<file path="src/hdl/kpsa_pkg.sv">
// Package with shared types and constants of the keypad scanner.
`timescale 1ns / 1ps
`default_nettype none

package kpsa_pkg;

  localparam int unsigned NumRows = 4;
  localparam int unsigned NumCols = 4;

  // Held-key value that means no key is held.
  localparam logic [4:0] NoKey = 5'h1F;

  localparam logic [7:0] ThresholdReset = 8'd100;
  localparam logic [7:0] RewindReset    = 8'd33;

  typedef enum logic [1:0] {
    CFG_ENABLED   = 2'd0,
    CFG_THRESHOLD = 2'd1,
    CFG_REWIND    = 2'd2
  } cfg_idx_e;

  // What one row lane found in its column nibble.
  typedef struct packed {
    logic       hit;
    logic [1:0] col;
  } lane_t;

  // What the merge stage made of all rows.
  typedef struct packed {
    logic       found;
    logic [3:0] code;
  } merge_t;

  typedef struct packed {
    logic [3:0] key_code;
    logic       is_repeat;
  } report_t;

endpackage

`default_nettype wire

</file>
<file path="src/hdl/kpsa_if.sv">
// Handshake interfaces for scan tick items and key report items.
`timescale 1ns / 1ps
`default_nettype none

interface kpsa_tick_if;
  logic       valid;
  logic       ready;
  logic [3:0] row0_cols;
  logic [3:0] row1_cols;
  logic [3:0] row2_cols;
  logic [3:0] row3_cols;

  modport source (output valid, output row0_cols, output row1_cols,
                  output row2_cols, output row3_cols, input ready);
  modport sink   (input valid, input row0_cols, input row1_cols,
                  input row2_cols, input row3_cols, output ready);
endinterface

interface kpsa_key_if;
  logic       valid;
  logic       ready;
  logic [3:0] key_code;
  logic       is_repeat;

  modport source (output valid, output key_code, output is_repeat, input ready);
  modport sink   (input valid, input key_code, input is_repeat, output ready);
endinterface

`default_nettype wire

</file>
<file path="src/hdl/kpsa_row_lane.sv">
// One row lane: decodes an active-low column nibble into a hit and a column.
`timescale 1ns / 1ps
`default_nettype none

module kpsa_row_lane
  import kpsa_pkg::*;
(
  input  logic [3:0] cols_i,
  output lane_t      lane_o
);

  logic [3:0] pressed;

  assign pressed = ~cols_i;

  always_comb begin
    lane_o.hit = |pressed;
    // Several low columns fall back to column zero.
    unique case (pressed)
      4'b0010: lane_o.col = 2'd1;
      4'b0100: lane_o.col = 2'd2;
      4'b1000: lane_o.col = 2'd3;
      default: lane_o.col = 2'd0;
    endcase
  end

endmodule

`default_nettype wire

</file>
<file path="src/hdl/kpsa_row_merge.sv">
// Merge stage: the highest row with a hit wins and forms the key code.
`timescale 1ns / 1ps
`default_nettype none

module kpsa_row_merge
  import kpsa_pkg::*;
(
  input  lane_t  lanes_i [NumRows],
  output merge_t merge_o
);

  always_comb begin
    merge_o.found = 1'b0;
    merge_o.code  = '0;
    for (int r = 0; r < NumRows; r++) begin
      if (lanes_i[r].hit) begin
        merge_o.found = 1'b1;
        merge_o.code  = {r[1:0], lanes_i[r].col};
      end
    end
  end

endmodule

`default_nettype wire

</file>
<file path="src/hdl/keypad_scan_autorepeat_core.sv">
// Top level of the 4x4 keypad scanner with auto-repeat.
`timescale 1ns / 1ps
`default_nettype none

// Each tick item carries the column nibbles read for the four driven rows.
// Four row lanes decode their nibbles in parallel, a merge stage picks the
// highest pressed row, and the hold tracker decides within the same cycle
// whether the item reports a new press, a repeat, or nothing. A tick item is
// taken every cycle unless the tick side stalls; its report enters a two-entry
// output queue, which keeps the tick side accepting while a report waits. The
// tick side stalls only in a cycle where both queue entries hold reports and
// the key channel is not ready. The user must write configuration through the
// plain write port only while the block is idle; the block does not enforce
// this. Writes to unused indexes are ignored.
module keypad_scan_autorepeat_core
  import kpsa_pkg::*;
(
  input  wire logic       clk_i,
  input  wire logic       rst_ni,
  input  wire logic       cfg_we_i,
  input  wire logic [1:0] cfg_idx_i,
  input  wire logic [7:0] cfg_data_i,
  kpsa_tick_if.sink       tick_i,
  kpsa_key_if.source      key_o
);

  logic       enabled_q;
  logic [7:0] threshold_q;
  logic [7:0] rewind_q;

  always_ff @(posedge clk_i or negedge rst_ni) begin
    if (!rst_ni) begin
      enabled_q   <= 1'b0;
      threshold_q <= ThresholdReset;
      rewind_q    <= RewindReset;
    end else if (cfg_we_i) begin
      unique case (cfg_idx_i)
        CFG_ENABLED:   enabled_q   <= cfg_data_i[0];
        CFG_THRESHOLD: threshold_q <= cfg_data_i;
        CFG_REWIND:    rewind_q    <= cfg_data_i;
        default:       ;
      endcase
    end
  end

  // Row lanes and merge.
  logic [3:0] row_cols [NumRows];
  lane_t      lanes    [NumRows];
  merge_t     merged;

  assign row_cols[0] = tick_i.row0_cols;
  assign row_cols[1] = tick_i.row1_cols;
  assign row_cols[2] = tick_i.row2_cols;
  assign row_cols[3] = tick_i.row3_cols;

  for (genvar r = 0; r < NumRows; r++) begin : g_lane
    kpsa_row_lane u_lane (
      .cols_i (row_cols[r]),
      .lane_o (lanes[r])
    );
  end

  kpsa_row_merge u_merge (
    .lanes_i (lanes),
    .merge_o (merged)
  );

  // Hold tracker.
  logic [4:0] held_q, held_d;
  logic [7:0] count_q, count_d;
  logic [7:0] count_inc;
  logic       in_fire;
  logic       res_valid;
  report_t    res;

  assign in_fire   = tick_i.valid && tick_i.ready;
  assign count_inc = count_q + 8'd1;

  always_comb begin
    held_d        = held_q;
    count_d       = count_q;
    res_valid     = 1'b0;
    res.key_code  = merged.code;
    res.is_repeat = 1'b0;
    if (in_fire && enabled_q) begin
      if (!merged.found) begin
        held_d = NoKey;
      end else if ({1'b0, merged.code} != held_q) begin
        held_d    = {1'b0, merged.code};
        count_d   = '0;
        res_valid = 1'b1;
      end else begin
        count_d = count_inc;
        if (count_inc == threshold_q) begin
          count_d       = count_inc - rewind_q;
          res_valid     = 1'b1;
          res.is_repeat = 1'b1;
        end
      end
    end
  end

  always_ff @(posedge clk_i or negedge rst_ni) begin
    if (!rst_ni) begin
      held_q  <= NoKey;
      count_q <= '0;
    end else begin
      held_q  <= held_d;
      count_q <= count_d;
    end
  end

  // Two-entry output queue.
  report_t    queue_q [2];
  logic       wr_ptr_q, rd_ptr_q;
  logic [1:0] fill_q;
  logic       push, pop;

  assign pop          = key_o.valid && key_o.ready;
  assign push         = res_valid;
  assign tick_i.ready = (fill_q != 2'd2) || key_o.ready;

  always_ff @(posedge clk_i) begin
    if (push) begin
      queue_q[wr_ptr_q] <= res;
    end
  end

  always_ff @(posedge clk_i or negedge rst_ni) begin
    if (!rst_ni) begin
      wr_ptr_q <= 1'b0;
      rd_ptr_q <= 1'b0;
      fill_q   <= '0;
    end else begin
      if (push) begin
        wr_ptr_q <= ~wr_ptr_q;
      end
      if (pop) begin
        rd_ptr_q <= ~rd_ptr_q;
      end
      if (push && !pop) begin
        fill_q <= fill_q + 2'd1;
      end else if (pop && !push) begin
        fill_q <= fill_q - 2'd1;
      end
    end
  end

  assign key_o.valid     = (fill_q != 2'd0);
  assign key_o.key_code  = queue_q[rd_ptr_q].key_code;
  assign key_o.is_repeat = queue_q[rd_ptr_q].is_repeat;

endmodule

`default_nettype wire

</file>
<file path="src/flat_wrapper.sv">
// flat-port wrapper written by rule: the top's interface ports become plain ports
module keypad_scan_autorepeat_core_flat import kpsa_pkg::*;
  (clk_i, rst_ni, cfg_we_i, cfg_idx_i, cfg_data_i, tick_i_valid, tick_i_row0_cols, tick_i_row1_cols, tick_i_row2_cols, tick_i_row3_cols, tick_i_ready, key_o_valid, key_o_key_code, key_o_is_repeat, key_o_ready);
  kpsa_tick_if tick_i_i ();
  kpsa_key_if key_o_i ();
  input  wire logic clk_i;
  input  wire logic rst_ni;
  input  wire logic cfg_we_i;
  input  wire logic [1:0] cfg_idx_i;
  input  wire logic [7:0] cfg_data_i;
  input wire logic [$bits(tick_i_i.valid)-1:0] tick_i_valid;
  input wire logic [$bits(tick_i_i.row0_cols)-1:0] tick_i_row0_cols;
  input wire logic [$bits(tick_i_i.row1_cols)-1:0] tick_i_row1_cols;
  input wire logic [$bits(tick_i_i.row2_cols)-1:0] tick_i_row2_cols;
  input wire logic [$bits(tick_i_i.row3_cols)-1:0] tick_i_row3_cols;
  output wire logic [$bits(tick_i_i.ready)-1:0] tick_i_ready;
  output wire logic [$bits(key_o_i.valid)-1:0] key_o_valid;
  output wire logic [$bits(key_o_i.key_code)-1:0] key_o_key_code;
  output wire logic [$bits(key_o_i.is_repeat)-1:0] key_o_is_repeat;
  input wire logic [$bits(key_o_i.ready)-1:0] key_o_ready;
  assign tick_i_i.valid = tick_i_valid;
  assign tick_i_i.row0_cols = tick_i_row0_cols;
  assign tick_i_i.row1_cols = tick_i_row1_cols;
  assign tick_i_i.row2_cols = tick_i_row2_cols;
  assign tick_i_i.row3_cols = tick_i_row3_cols;
  assign tick_i_ready = tick_i_i.ready;
  assign key_o_valid = key_o_i.valid;
  assign key_o_key_code = key_o_i.key_code;
  assign key_o_is_repeat = key_o_i.is_repeat;
  assign key_o_i.ready = key_o_ready;
  keypad_scan_autorepeat_core u_core (.clk_i(clk_i), .rst_ni(rst_ni), .cfg_we_i(cfg_we_i), .cfg_idx_i(cfg_idx_i), .cfg_data_i(cfg_data_i), .tick_i(tick_i_i), .key_o(key_o_i));
endmodule
</file>
<file path="config.mk">
export PLATFORM = sky130hd
export DESIGN_NAME = keypad_scan_autorepeat_core_flat
export DESIGN_NICKNAME = d
export VERILOG_FILES = /design/src/hdl/kpsa_pkg.sv /design/src/hdl/kpsa_if.sv /design/src/hdl/kpsa_row_lane.sv /design/src/hdl/kpsa_row_merge.sv /design/src/hdl/keypad_scan_autorepeat_core.sv /design/src/flat_wrapper.sv
export SDC_FILE = /design/constraint.sdc
export NUM_CORES = 1
export LEC_CHECK = 0
export BUFFER_PORTS_ARGS = -buffer_cell sky130_fd_sc_hd__clkbuf_2
export CORE_MARGIN = 3
export CORE_UTILIZATION = 30
export DETAILED_ROUTE_END_ITERATION = 10
export SLEW_MARGIN = 0
export SYNTH_ARGS = -nofsm -noshare
export SYNTH_HDL_FRONTEND = slang
export SYNTH_SLANG_ARGS = --single-unit
</file>
<file path="constraint.sdc">
create_clock -name clk_i -period 8.8 [get_ports clk_i]
set_input_delay 1.76 -clock clk_i [delete_from_list [all_inputs] [get_ports clk_i]]
set_output_delay 1.76 -clock clk_i [all_outputs]
set_load 0.05 [all_outputs]
</file>
* After elaboration in Yosys (flattened, before gate mapping)
Memories as Yosys holds them, arrays and structs flattened.
Cells that the tools add are included.
** Word-level totals
- Bits of input ports :: 31
- Bits in registers :: 34
- Output and inout port bits :: 7
- Word-level logic and storage cells :: 80
- Memory bits (writable) :: 10
- Memories kept :: 1
** Memory list
- u_core.queue_q :: words 2, bits a word 5, read ports 1, clocked after Yosys merged registers in 0, write ports 1, RTL line keypad_scan_autorepeat_core.sv:114 : report_t queue_q [2];
** Cells by class
- Mux-type cells :: 23
- Add/sub/neg operators :: 4
- Eq/ne operators :: 18
- Reductions and logical operators :: 20
- Bitwise operators :: 6
** Operator list (count)
- two-way mux 5 bit :: 6
- case mux 2 bit (3 select lines) :: 4
- == test 4 x 2 -> 1 bit (second input constant) :: 4
- == test 4 x 3 -> 1 bit (second input constant) :: 4
- == test 4 bit (second input constant) :: 4
- two-way mux 8 bit :: 2
- NOT 4 bit :: 4
- OR reduction 4 bit :: 4
- AND reduction 2 bit :: 5
- two-way mux 1 bit :: 9
- adder 8 x 1 -> 8 bit (second input constant) :: 1
- == test 8 bit :: 1
- subtractor 8 bit :: 1
- logical AND 1 bit :: 5
- inequality test 4 x 5 -> 1 bit :: 1
- two-way mux 2 bit :: 2
- inequality test 2 bit (second input constant) :: 2
- nonzero test 2 bit :: 2
- adder 2 x 1 -> 2 bit (second input constant) :: 1
- == test 2 x 1 -> 1 bit (second input constant) :: 1
- == test 2 bit (second input constant) :: 1
- zero test 1 bit :: 2
- zero test 2 bit :: 1
- NOT 1 bit :: 2
- other kinds (2) :: 2

* Logic depth before layout (Yosys ltp)
Gate-level depths: netlist (run 1).
- Word-level depth :: 15
- Gate-level depth with buffers :: 14
- Depth with buffers taken out :: 13

* Modules after synthesis
A second synthesis (run 1) with hierarchy kept.
** Unflattened totals
- Cell total of the unflattened synthesis :: 289
- Area total of the unflattened synthesis :: 2932.8 um^2
** Modules (own cells, without submodules)
- keypad_scan_autorepeat_core :: times used 1, area each 2693.8 um^2, seq. area each 1163.6 um^2, cells an instance 254
- kpsa_row_lane :: times used 4, area each 36.3 um^2, seq. area each 0.0 um^2, cells an instance 5
- kpsa_row_merge :: times used 1, area each 93.8 um^2, seq. area each 0.0 um^2, cells an instance 15

* Worst setup path before layout (run 1)
OpenSTA, ideal clock, no wires.
- Path kind :: input-to-output
- Start :: in key_o_ready
- End :: out tick_i_ready
- Buffers on the path :: 0
- Required time :: 7.040 ns
- Slack :: 4.677 ns
- Data arrival time :: 2.363 ns
- Stages on the path :: 1
- Cell sequence :: or3b_2
** On the way
- Longest elaborated chain between the ends :: 1
** Ends and longest elaborated chain
- start: declaration :: RTL line flat_wrapper.sv:20 : input wire logic [$bits(key_o_i.ready)-1:0] key_o_ready;
- logical OR 1 bit :: RTL line keypad_scan_autorepeat_core.sv:121 : assign tick_i.ready = (fill_q != 2'd2) || key_o.ready;
- end: declaration :: RTL line flat_wrapper.sv:16 : output wire logic [$bits(tick_i_i.ready)-1:0] tick_i_ready;
Every way passes these cells.

* Worst setup path in the final report (run 1)
Same ends and word-level chain as after synthesis.

==> results of run 1 <==
-- final cells by class --
type / instances / share of cell area [%]
inverter: 17 / 2.01
clock buffer: 5 / 2.17
tap: 108 / 4.27
sequential: 44 / 36.7
multi-input combinational: 200 / 47.6
timing repair buffer: 37 / 5.85
clock inverter: 3 / 1.34
-- metal layers --
layer / track usage [%] / wire, um / up-vias
li1: - / - / 1059
met1: 15.3 / 2790 / 1047
met2: 20.7 / 2860 / 35
met3: 2.12 / 196 / 2
met4: 2.72 / 42 / 0
met5: 0 / 0 / -
-- path summary, 6_finish.rpt --
path	startpoint	end	slack, ps	cells after the start
max	key_o_ready	tick_i_ready	4470	3
min	u_core.fill_q[1]$_DFFE_PN0P_	u_core.fill_q[1]$_DFFE_PN0P_	490	1
max reg2reg	u_core.count_q[0]$_DFFE_PN0P_	u_core.queue_q[0][0]$_DFFE_PP_	5070	9
min reg2reg	u_core.fill_q[1]$_DFFE_PN0P_	u_core.fill_q[1]$_DFFE_PN0P_	490	1
max in group asynchronous	rst_ni	u_core.count_q[1]$_DFFE_PN0P_	6670	1
min in group asynchronous	rst_ni	u_core.rd_ptr_q$_DFFE_PN0P_	1580	1
-- kinds of logic after synthesis --
kind of cell               after synthesis  synth area share, %
AOI/OAI and AO/OA                       59                 15.4
xor gates and xnor gates                26                 8.22
DFF                                     44                 42.0
buffers and inverters                   24                 3.52
and+or+nand+nor                         80                 16.0
muxes                                   25                 10.0
adders and majority gates               10                 4.79
-- placed cells by master (no fill, tap or decap), types with 4 or more instances in the layout --
cell and n:
dfstp_2 10, clkbuf_8 5, nand2_1 18, inv_1 17
ha_1 9, clkbuf_2 37, dfrtp_1 24, mux2_2 22
o211ai_1 5, and3_1 6, xor2_1 9, a21oi_1 12
edfxtp_1 10, o21ai_1 5, nand3_1 11, a21o_1 4
nor2_1 12, xnor2_1 17, o21ai_0 6, nor3_1 5
nand4_1 5
-- state kept, by name, summed over array words and instances (netlist names) --
signal,count
u_core.fill_q,2
u_core.rewind_q,8
u_core.enabled_q,1
u_core.rd_ptr_q,1
u_core.threshold_q,8
u_core.count_q,8
u_core.queue_q,10
u_core.wr_ptr_q,1
u_core.held_q,5
-- Yosys cell counts (all sizes together), types with 3 or more instances --
cell type / number
nor3: 5
clkbuf: 3
xor2: 9
o22a: 4
nand2: 18
ha: 9
nor3b: 3
xnor2: 17
mux2: 22
mux2i: 3
a22o: 3
a21oi: 12
o2bb2ai: 3
a211o: 3
or2: 4
dfstp: 10
nor2: 12
inv: 17
o21ai: 11
and3: 6
nand4: 5
o211ai: 6
buf: 4
a21o: 5
dfrtp: 24
nand3: 11
nand3b: 3
edfxtp: 10
-- through the flow --
| stage | cells | instance area, um2 |
|---|---|---|
| after floorplan | 268 | 2770 |
| after global placement | 406 | 3060 |
| after detailed placement | 406 | 3060 |
| after CTS | 414 | 3170 |
| after global routing | 414 | 3170 |
| final | 414 | 3170 |
-- power breakdown --
group / switching (mW) / internal (mW)
logic: 0.148 / 0.109
registers: 0.0365 / 0.256
clock network: 0.0705 / 0.0840
==> summary.md, run 1 <==
| Metric | Value |
|---|---|
| Outcome | `finished, final reports clean` |
| Num Clock Sinks | `44` |
| Post-DRT Antenna Nets | `0` |
| Die height | `102 um` |
| Mean routed wirelength per cell | `14.2 um` |
| Diodes inserted | `0` |
| Remaining DRCs | `0` |
| Synth Instances | `268` |
| I/O pin count | `38` |
| Core ar. | `8850 um2` |
| CP cell instances | `clkbuf_2, or3b_2, clkbuf_2` |
| Die ar. | `10400 um2` |
| Async SR Flop Fraction | `77.3%` |
| Initial antenna violation count | `0` |
| CTS tree | `yes` |
| Endpoints failing setup | `0` |
| Vias per inst | `5.18` |
| Final worst slack | `4470 ps` |
| WP data arrival | `2570 ps` |
| Share of post-route cells with drive strength above 1 | `28.1%` |
| Worst vdd ir | `75.9 uV` |
| Pwr Total | `704 uW` |
| Main area contributors after synthesis | `dfrtp_1 22%, edfxtp_1 11%, dfstp_2 9.5%, mux2_2 8.9%, xnor2_1 5.4%` |
| H-tree depth | `2` |
| Setup Fix Bufs, Post-CTS | `0` |
| Clock slew at reported path FFs | `80 ps` |
| Post_cts resized | `0` |
| Place WS | `4380 ps` |
| CP max stage delay | `470 ps` |
| Global-route wire length before repair | `9840 um` |
| Post-CTS Hold Fix Bufs | `0` |
| Yosys cell types | `55` |
| Worst EP required | `7040 ps` |
| Site row count | `34` |
| Tot GR Track Use | `11.8%` |
| Layout filler cell count | `926` |
| Initial DRC Count | `83` |
| DR pass1 iterations | `4` |
| Vias in the first global route | `2126` |
| Post-synth EDFFs | `10` |
| PortBufs | `37` |
| GRT Residual Overflow | `0` |
| TritonCTS Buffers | `5` |
| Slew @ Worst Pin | `892 ps` |
| Main synth FF type | `dfrtp_1` |
| Root Driver | `clkbuf_8` |
| Initial core utilization | `31.3%` |
| Synth top area share | `21.7%` |
| Fin crit share | `49.3%` |
| Seq/Total Area, Yosys | `42.0%` |
| Syn_nets | `309` |
| Synth Register Bits | `44` |
| Critical-path top delay cell | `or3b_2` |
| Critical path peak fanout | `3` |
| Unrepaired setup endpoints after global routing | `false` |
| Largest net degree at the start of global routing | `35` |
| Die X | `102 um` |
| Final setup TNS | `0 ps` |
| Layout Utilization | `35.8%` |
| Rel. slew slack | `40.5%` |
| Number of max-cap violations | `0` |
| Final nets | `346` |
| Syn Std Cell Area | `2770 um2` |
| Layout area overhead | `14.4%` |
| Crit-path most repeated cell | `clkbuf_2` |
| Vias | `2143` |
| Maximum clock frequency | `0.231 GHz` |
| Reg area | `1160 um2` |
| Area of the multi-input gates | `1510 um2` |
| DPL Wire Length | `4650 um` |
| Minimum clock period | `4330 ps` |
| Post-Route WL | `5890 um` |
| Kind of critical path | `primary input to output pin` |
| Max Slew Vio Count | `0` |
| Setup crit start kind | `primary input` |
| Longest Clk Path Bufs | `2` |
| Final hold violations | `0` |
| Final clock skew | `5.89 ps` |
| Final hold slack | `488 ps` |
| Delay-heaviest family, CP | `simple AND/OR/NAND/NOR gates` |
| Worst-Skew Late Latency | `290 ps` |
| Lkg Pwr | `1.37 nW` |
| Worst min path class | `flop to flop` |
| Mean Syn Cell Area | `10.3 um2` |
| Routability cong. | `0.820` |
| Ys Warns | `0` |
| Synth area leader | `dfrtp_1` |
| Cell Pwr Density | `222 nW/um2` |
| Buf/Inv on CP | `2` |
| Crit end category | `output pin` |
Note: power is estimated with default switching activity, not from simulation.
==> run 2, diff against run 1 <==
- clock period: 8.8 -> 4 ns (I/O delays scaled with it)
==> summary.md, run 2 (same netlist as run 1, synthesis figures left out) <==
| Metric | Value |
|---|---|
| Initial antenna violation count | `0 (unchanged)` |
| Die ar. | `10400 um2 (unchanged)` |
| Top Metal Used | `met4 (unchanged)` |
| Commonest non-fill, non-tap cell in the layout | `clkbuf_2 (unchanged)` |
| Post-CTS Hold Fix Bufs | `0 (unchanged)` |
| Final clock skew | `13.7 ps (was 5.89 ps)` |
| Outcome | `finished, final reports clean (unchanged)` |
| Critical path peak fanout | `8 (was 3)` |
| Worst EP required | `3960 ps (was 7040 ps)` |
| Sequential power share | `41.2% (was 41.5%)` |
| PortBufs | `37 (unchanged)` |
| TritonCTS Buffers | `5 (unchanged)` |
| Initial core utilization | `31.3% (unchanged)` |
| Setup Fix Bufs, Post-CTS | `0 (unchanged)` |
| Fin crit share | `80.8%` |
| Cell-internal power | `992 uW (was 449 uW)` |
| Core ar. | `8850 um2 (unchanged)` |
| Layout filler cell count | `913 (was 926)` |
| Unrepaired setup endpoints after global routing | `false (unchanged)` |
| DR pass1 iterations | `4 (unchanged)` |
| Vias | `2105 (was 2143)` |
| Die height | `102 um (unchanged)` |
| Maximum clock frequency | `0.310 GHz` |
| DPL Wire Length | `4580 um (was 4650 um)` |
| Mean routed wirelength per cell | `14.2 um (about the same)` |
| Post_cts resized | `0 (unchanged)` |
| Worst min path class | `flop to flop (unchanged)` |
| Global-route wire length before repair | `10300 um (was 9840 um)` |
| Pwr Total | `1.56 mW (was 704 uW)` |
| Slew @ Worst Pin | `881 ps (was 892 ps)` |
| Initial DRC Count | `97 (was 83)` |
| Final setup TNS | `0 ps (unchanged)` |
| Clock slew at reported path FFs | `100 ps (was 80 ps)` |
| Final hold slack | `491 ps (was 488 ps)` |
| Final hold violations | `0 (unchanged)` |
| Routability cong. | `0.782 (was 0.820)` |
| Layout Utilization | `35.9% (was 35.8%)` |
| Logic pwr share | `36.1% (was 36.6%)` |
| Worst vdd ir | `183 uV (was 75.9 uV)` |
| Max Slew Vio Count | `0 (unchanged)` |
| Placed insts | `407 (was 406)` |
| GRT Residual Overflow | `0 (unchanged)` |
| Metal3 WL | `206 um (was 196 um)` |
| CTS tree | `yes (unchanged)` |
| Tot GR Track Use | `12.5% (was 11.8%)` |
| Most frequent cells in the layout | `37 x clkbuf_2, 24 x dfrtp_1, 22 x mux2_2 (unchanged)` |
| Metal2 WL | `2790 um (was 2860 um)` |
| Clock power share | `22.8% (was 22.0%)` |
| Post-Route WL | `5890 um (about the same)` |
| NetSw | `571 uW (was 255 uW)` |
| Switching part of the total | `36.6% (was 36.2%)` |
| Share of post-route cells with drive strength above 1 | `28.3% (was 28.1%)` |
| Number of max-cap violations | `0 (unchanged)` |
| Worst R2R Start | `u_core.count_q[0]$_DFFE_PN0P_ (unchanged)` |
| Lkg Pwr | `1.37 nW (about the same)` |
| Final nets | `347 (was 346)` |
| Hold_sp | `u_core.fill_q[1]$_DFFE_PN0P_ (unchanged)` |
| H-tree depth | `2 (unchanged)` |
| I/O pin count | `38 (unchanged)` |
| Worst-Skew Late Latency | `300 ps (was 290 ps)` |
| Num Clock Sinks | `44 (unchanged)` |
| Hold Path Depth | `1 (unchanged)` |
| Reg2Reg Depth | `9 (unchanged)` |
| Max reg flops | `10 (unchanged)` |
| Layout Cells excl Fill | `415 (was 414)` |
| Minimum clock period | `3230 ps` |
| Die X | `102 um (unchanged)` |
| Root Driver | `clkbuf_8 (unchanged)` |
| Kind of critical path | `flop to flop (was primary input to output pin)` |
| Post-DRT Antenna Nets | `0 (unchanged)` |
| WL met1 | `2830 um (was 2790 um)` |
| Largest net degree at the start of global routing | `35 (unchanged)` |
| Layout area overhead | `14.8% (was 14.4%)` |
| Rel. slew slack | `41.3% (was 40.5%)` |
| Crit end category | `flop (was output pin)` |
| Site row count | `34 (unchanged)` |
| Longest Clk Path Bufs | `2 (unchanged)` |
| Cell Pwr Density | `492 nW/um2 (was 222 nW/um2)` |
| Setup crit start kind | `flop (was primary input)` |
| Vias in the first global route | `2117 (was 2126)` |
| Endpoints failing setup | `0 (unchanged)` |
| FF-to-FF setup slack | `770 ps (was 5070 ps)` |
| Vias per inst | `5.07 (was 5.18)` |
| Remaining DRCs | `0 (unchanged)` |
| Most flops, register | `u_core.queue_q (unchanged)` |
| WP data arrival | `3190 ps (was 2570 ps)` |
| Worst hold endpoint | `u_core.fill_q[1]$_DFFE_PN0P_ (unchanged)` |
| Diodes inserted | `0 (unchanged)` |
| Reg2reg end | `u_core.queue_q[0][0]$_DFFE_PP_ (unchanged)` |
## run 2: changes by cell type in the layout (fill, tap and decap cells not counted)
cell and change:
clkinv_2 -1, buf_4 +1, inv_6 +1
## run 2: metal layers
layer / up-vias / global-route usage (%)
met3: 5 / 2.53
met5: - / 0
li1: 1057 / -
met4: 0 / 3.63
met2: 36 / 20.2
met1: 1007 / 16.9
## run 2: cell type report
type	instances	area, um2	share of cell area [%]
Multi-Input combinational cell	200	1510	47.5
Sequential cell	44	1160	36.6
Inverter	17	63.8	2.01
Clock inverter	3	46.3	1.46
Timing Repair Buffer	38	193	6.06
Clock buffer	5	68.8	2.16
Tap cell	108	135	4.25
## run 2: critical path, stage by stage, from the launching register on
cell and delay (ps):
dfrtp_1 510, ha_1 300, and3_1 280, and3_1 240
xor2_1 280, xor2_1 150, nor4_4 340, or2_1 270
nand2_1 130, nor2_1 360
## run 2: worst max path at each step
stage                                       start  slack [ps]                        endpoint  cells after the start
CTS                 u_core.count_q[0]$_DFFE_PN0P_         780  u_core.queue_q[0][0]$_DFFE_PP_                      9
finish              u_core.count_q[0]$_DFFE_PN0P_         770  u_core.queue_q[0][0]$_DFFE_PP_                      9
global route        u_core.count_q[0]$_DFFE_PN0P_         570  u_core.queue_q[0][0]$_DFFE_PP_                      9
global placement              tick_i_row2_cols[1]         640    u_core.fill_q[1]$_DFFE_PN0P_                     13
floorplan                     tick_i_row3_cols[2]         870    u_core.fill_q[1]$_DFFE_PN0P_                     12
detailed placement            tick_i_row2_cols[1]         560    u_core.fill_q[1]$_DFFE_PN0P_                     14
## run 2: stage by stage
stage / area [um2] / setup WS, ps
final: 3180 / 769
after floorplan: 2770 / 873
after global routing: 3180 / 570
after CTS: 3180 / 776
after global placement: 3060 / 643
after detailed placement: 3060 / 565
## run 2: power groups by stage
stage	clock network (mW)	logic (mW)	registers, mW
floorplan	0	0.469	0.617
global placement	0	0.562	0.649
global route	0.390	0.635	0.659
CTS	0.363	0.573	0.644
detailed placement	0	0.569	0.652
finish	0.356	0.564	0.643
==> run 3, diff against run 2 <==
- clock period: 4 -> 2.79 ns (I/O delays scaled with it)
==> summary.md, run 3 (same netlist as run 1, synthesis figures left out) <==
| Metric | Value |
|---|---|
| Final hold violations | `0 (unchanged)` |
| Buf/Inv on CP | `1 (was 0)` |
| Num Clock Sinks | `44 (unchanged)` |
| DPL Wire Length | `4800 um (was 4580 um)` |
| Worst min path class | `primary input to async pin (was flop to flop)` |
| Kind of critical path | `flop to flop (unchanged)` |
| Worst R2R Start | `u_core.held_q[0]$_DFFE_PN1P_ (was u_core.count_q[0]$_DFFE_PN0P_)` |
| Reg2reg end | `u_core.fill_q[1]$_DFFE_PN0P_ (was u_core.queue_q[0][0]$_DFFE_PP_)` |
| Die ar. | `10400 um2 (unchanged)` |
| Minimum clock period | `2740 ps (was 3230 ps)` |
| GRT Residual Overflow | `0 (unchanged)` |
| Cell Pwr Density | `657 nW/um2 (was 492 nW/um2)` |
| Mean routed wirelength per cell | `13.7 um (was 14.2 um)` |
| Most frequent cells in the layout | `37 x clkbuf_2, 31 x buf_4, 24 x dfrtp_1 (was 37 x clkbuf_2, 24 x dfrtp_1, 22 x mux2_2)` |
| Global-route wire length before repair | `10400 um (was 10300 um)` |
| Root Driver | `clkbuf_8 (unchanged)` |
| Unrepaired setup endpoints after global routing | `true (was false)` |
| Crit-path most repeated cell | `xor2_1` |
| Fin crit share | `98.4% (was 80.8%)` |
| Core ar. | `8850 um2 (unchanged)` |
| Initial antenna violation count | `0 (unchanged)` |
| Final nets | `377 (was 347)` |
| Layout filler cell count | `918 (was 913)` |
| Outcome | `finished, final reports clean (unchanged)` |
| Layout Utilization | `39.0% (was 35.9%)` |
| Final clock skew | `3.30 ps (was 13.7 ps)` |
| Initial core utilization | `31.3% (unchanged)` |
| Tot GR Track Use | `12.5% (about the same)` |
| Lkg Pwr | `1.52 nW (was 1.37 nW)` |
| Most flops, register | `u_core.queue_q (unchanged)` |
| Diodes inserted | `0 (unchanged)` |
| Vias in the first global route | `2237 (was 2117)` |
| Die height | `102 um (unchanged)` |
| Critical path peak fanout | `2 (was 8)` |
| PortBufs | `37 (unchanged)` |
| I/O pin count | `38 (unchanged)` |
| Setup crit start kind | `flop (unchanged)` |
| Number of max-cap violations | `0 (unchanged)` |
| Reg2Reg Depth | `12 (was 9)` |
| Post-CTS Hold Fix Bufs | `0 (unchanged)` |
| TritonCTS Buffers | `5 (unchanged)` |
| Maximum clock frequency | `0.364 GHz (was 0.310 GHz)` |
| Worst-Skew Late Latency | `300 ps (about the same)` |
| Rel. slew slack | `40.8% (was 41.3%)` |
| Share of post-route cells with drive strength above 1 | `38.0% (was 28.3%)` |
| Routability cong. | `0.762 (was 0.782)` |
| Vias per inst | `5.02 (was 5.07)` |
| FF-to-FF setup slack | `50 ps (was 770 ps)` |
| Pwr Total | `2.27 mW (was 1.56 mW)` |
| Critical-path top delay cell | `dfstp_2 (was dfrtp_1)` |
| Layout area overhead | `24.5% (was 14.8%)` |
| CP max stage delay | `540 ps (was 510 ps)` |
| Vias | `2232 (was 2105)` |
| Delay-heaviest family, CP | `simple AND/OR/NAND/NOR gates (unchanged)` |
| CP cell instances | `and3b_1, mux2i_1, o211a_1, or4b_1, a211o_1, or2_4, nand2_4, inv_4, ha_4, xor2_1, nor2_1, xor2_1 (was ha_1, and3_1, and3_1, xor2_1, xor2_1, nor4_4, or2_1, nand2_1, nor2_1)` |
| Longest Clk Path Bufs | `2 (unchanged)` |
| Die X | `102 um (unchanged)` |
| Initial DRC Count | `70 (was 97)` |
| DR pass1 iterations | `4 (unchanged)` |
| Endpoints failing setup | `0 (unchanged)` |
| Largest net degree at the start of global routing | `35 (unchanged)` |
| Max Slew Vio Count | `0 (unchanged)` |
| CTS tree | `yes (unchanged)` |
| WP data arrival | `2970 ps (was 3190 ps)` |
| Commonest non-fill, non-tap cell in the layout | `clkbuf_2 (unchanged)` |
| Worst EP required | `3010 ps (was 3960 ps)` |
| Worst vdd ir | `239 uV (was 183 uV)` |
| Crit end category | `flop (unchanged)` |
| Slew @ Worst Pin | `889 ps (was 881 ps)` |
| Site row count | `34 (unchanged)` |
| Clock slew at reported path FFs | `90 ps (was 100 ps)` |
| H-tree depth | `2 (unchanged)` |
| Post-DRT Antenna Nets | `0 (unchanged)` |
| Remaining DRCs | `0 (unchanged)` |
| Post-Route WL | `6110 um (was 5890 um)` |
| Max reg flops | `10 (unchanged)` |
## run 3: cell types whose count changed in the layout (fill, tap and decap cells not counted), sizes merged
cell / change
buf: +30
bufinv: -1
clkinv: +1
clkinvlp: +1
inv: -1
## run 3: stage by stage
stage,setup slack [ps],hold slack [ps],TNS [ps],instances,area [um2]
finish,45.4,366,0,445,3450
global route,-99.5,436,-181,445,3450
CTS,4.24,412,0,445,3410
detailed placement,-148,478,-678,436,3310
global placement,-96.1,461,-352,436,3310
floorplan,-26.5,262,-26.5,268,2810
## run 3: layout make-up
type / instances / area [um2] / share of cell area [%]
multi-input combinational: 200 / 1580 / 45.8
timing repair buffer: 68 / 418 / 12.1
inverter: 17 / 66.3 / 1.92
sequential: 44 / 1160 / 33.7
tap: 108 / 135 / 3.92
clock buffer: 5 / 68.8 / 1.99
clock inverter: 3 / 18.8 / 0.544
## run 3: report_power, final
group	switching (mW)	total, mW	internal (mW)
clock network	0.229	0.402	0.173
registers	0.0989	0.904	0.806
logic	0.517	0.961	0.444
## run 3: worst max-delay path by stage
stage,to,startpoint,cells after the start
floorplan,u_core.fill_q[1]$_DFFE_PN0P_,tick_i_row3_cols[2],13
global placement,u_core.fill_q[1]$_DFFE_PN0P_,tick_i_row3_cols[2],13
detailed placement,u_core.fill_q[1]$_DFFE_PN0P_,tick_i_row3_cols[2],13
CTS,u_core.count_q[7]$_DFFE_PN0P_,u_core.count_q[1]$_DFFE_PN0P_,10
global route,u_core.fill_q[1]$_DFFE_PN0P_,u_core.held_q[0]$_DFFE_PN1P_,12
finish,u_core.fill_q[1]$_DFFE_PN0P_,u_core.held_q[0]$_DFFE_PN1P_,12
## run 3: timing repair
action / 4_1_cts / 5_1_grt
endpoints found under the setup margin: 1 / 18
hold endpoints to repair: 0 / 0
gates resized for setup: 1 / 9
pin swaps: 5 / 6
buffers inserted: 1 / 0
## run 3: worst reg2reg max path: stages (launching register included)
cell	delay, ps
dfstp_2	540
and3b_1	180
mux2i_1	130
o211a_1	180
or4b_1	430
a211o_1	300
or2_4	250
nand2_4	80
inv_4	40
ha_4	140
xor2_1	130
nor2_1	130
xor2_1	150
## run 3: metal layers
| metal | GRT usage [%] | vias to the layer above | part of all wire [%] |
|---|---|---|---|
| met5 | 0 | - | 0 |
| met4 | 3.13 | 0 | 1.1 |
| met3 | 2.25 | 7 | 2.7 |
| met2 | 20.0 | 29 | 47 |
| met1 | 17.6 | 1086 | 49 |
| li1 | - | 1110 | - |
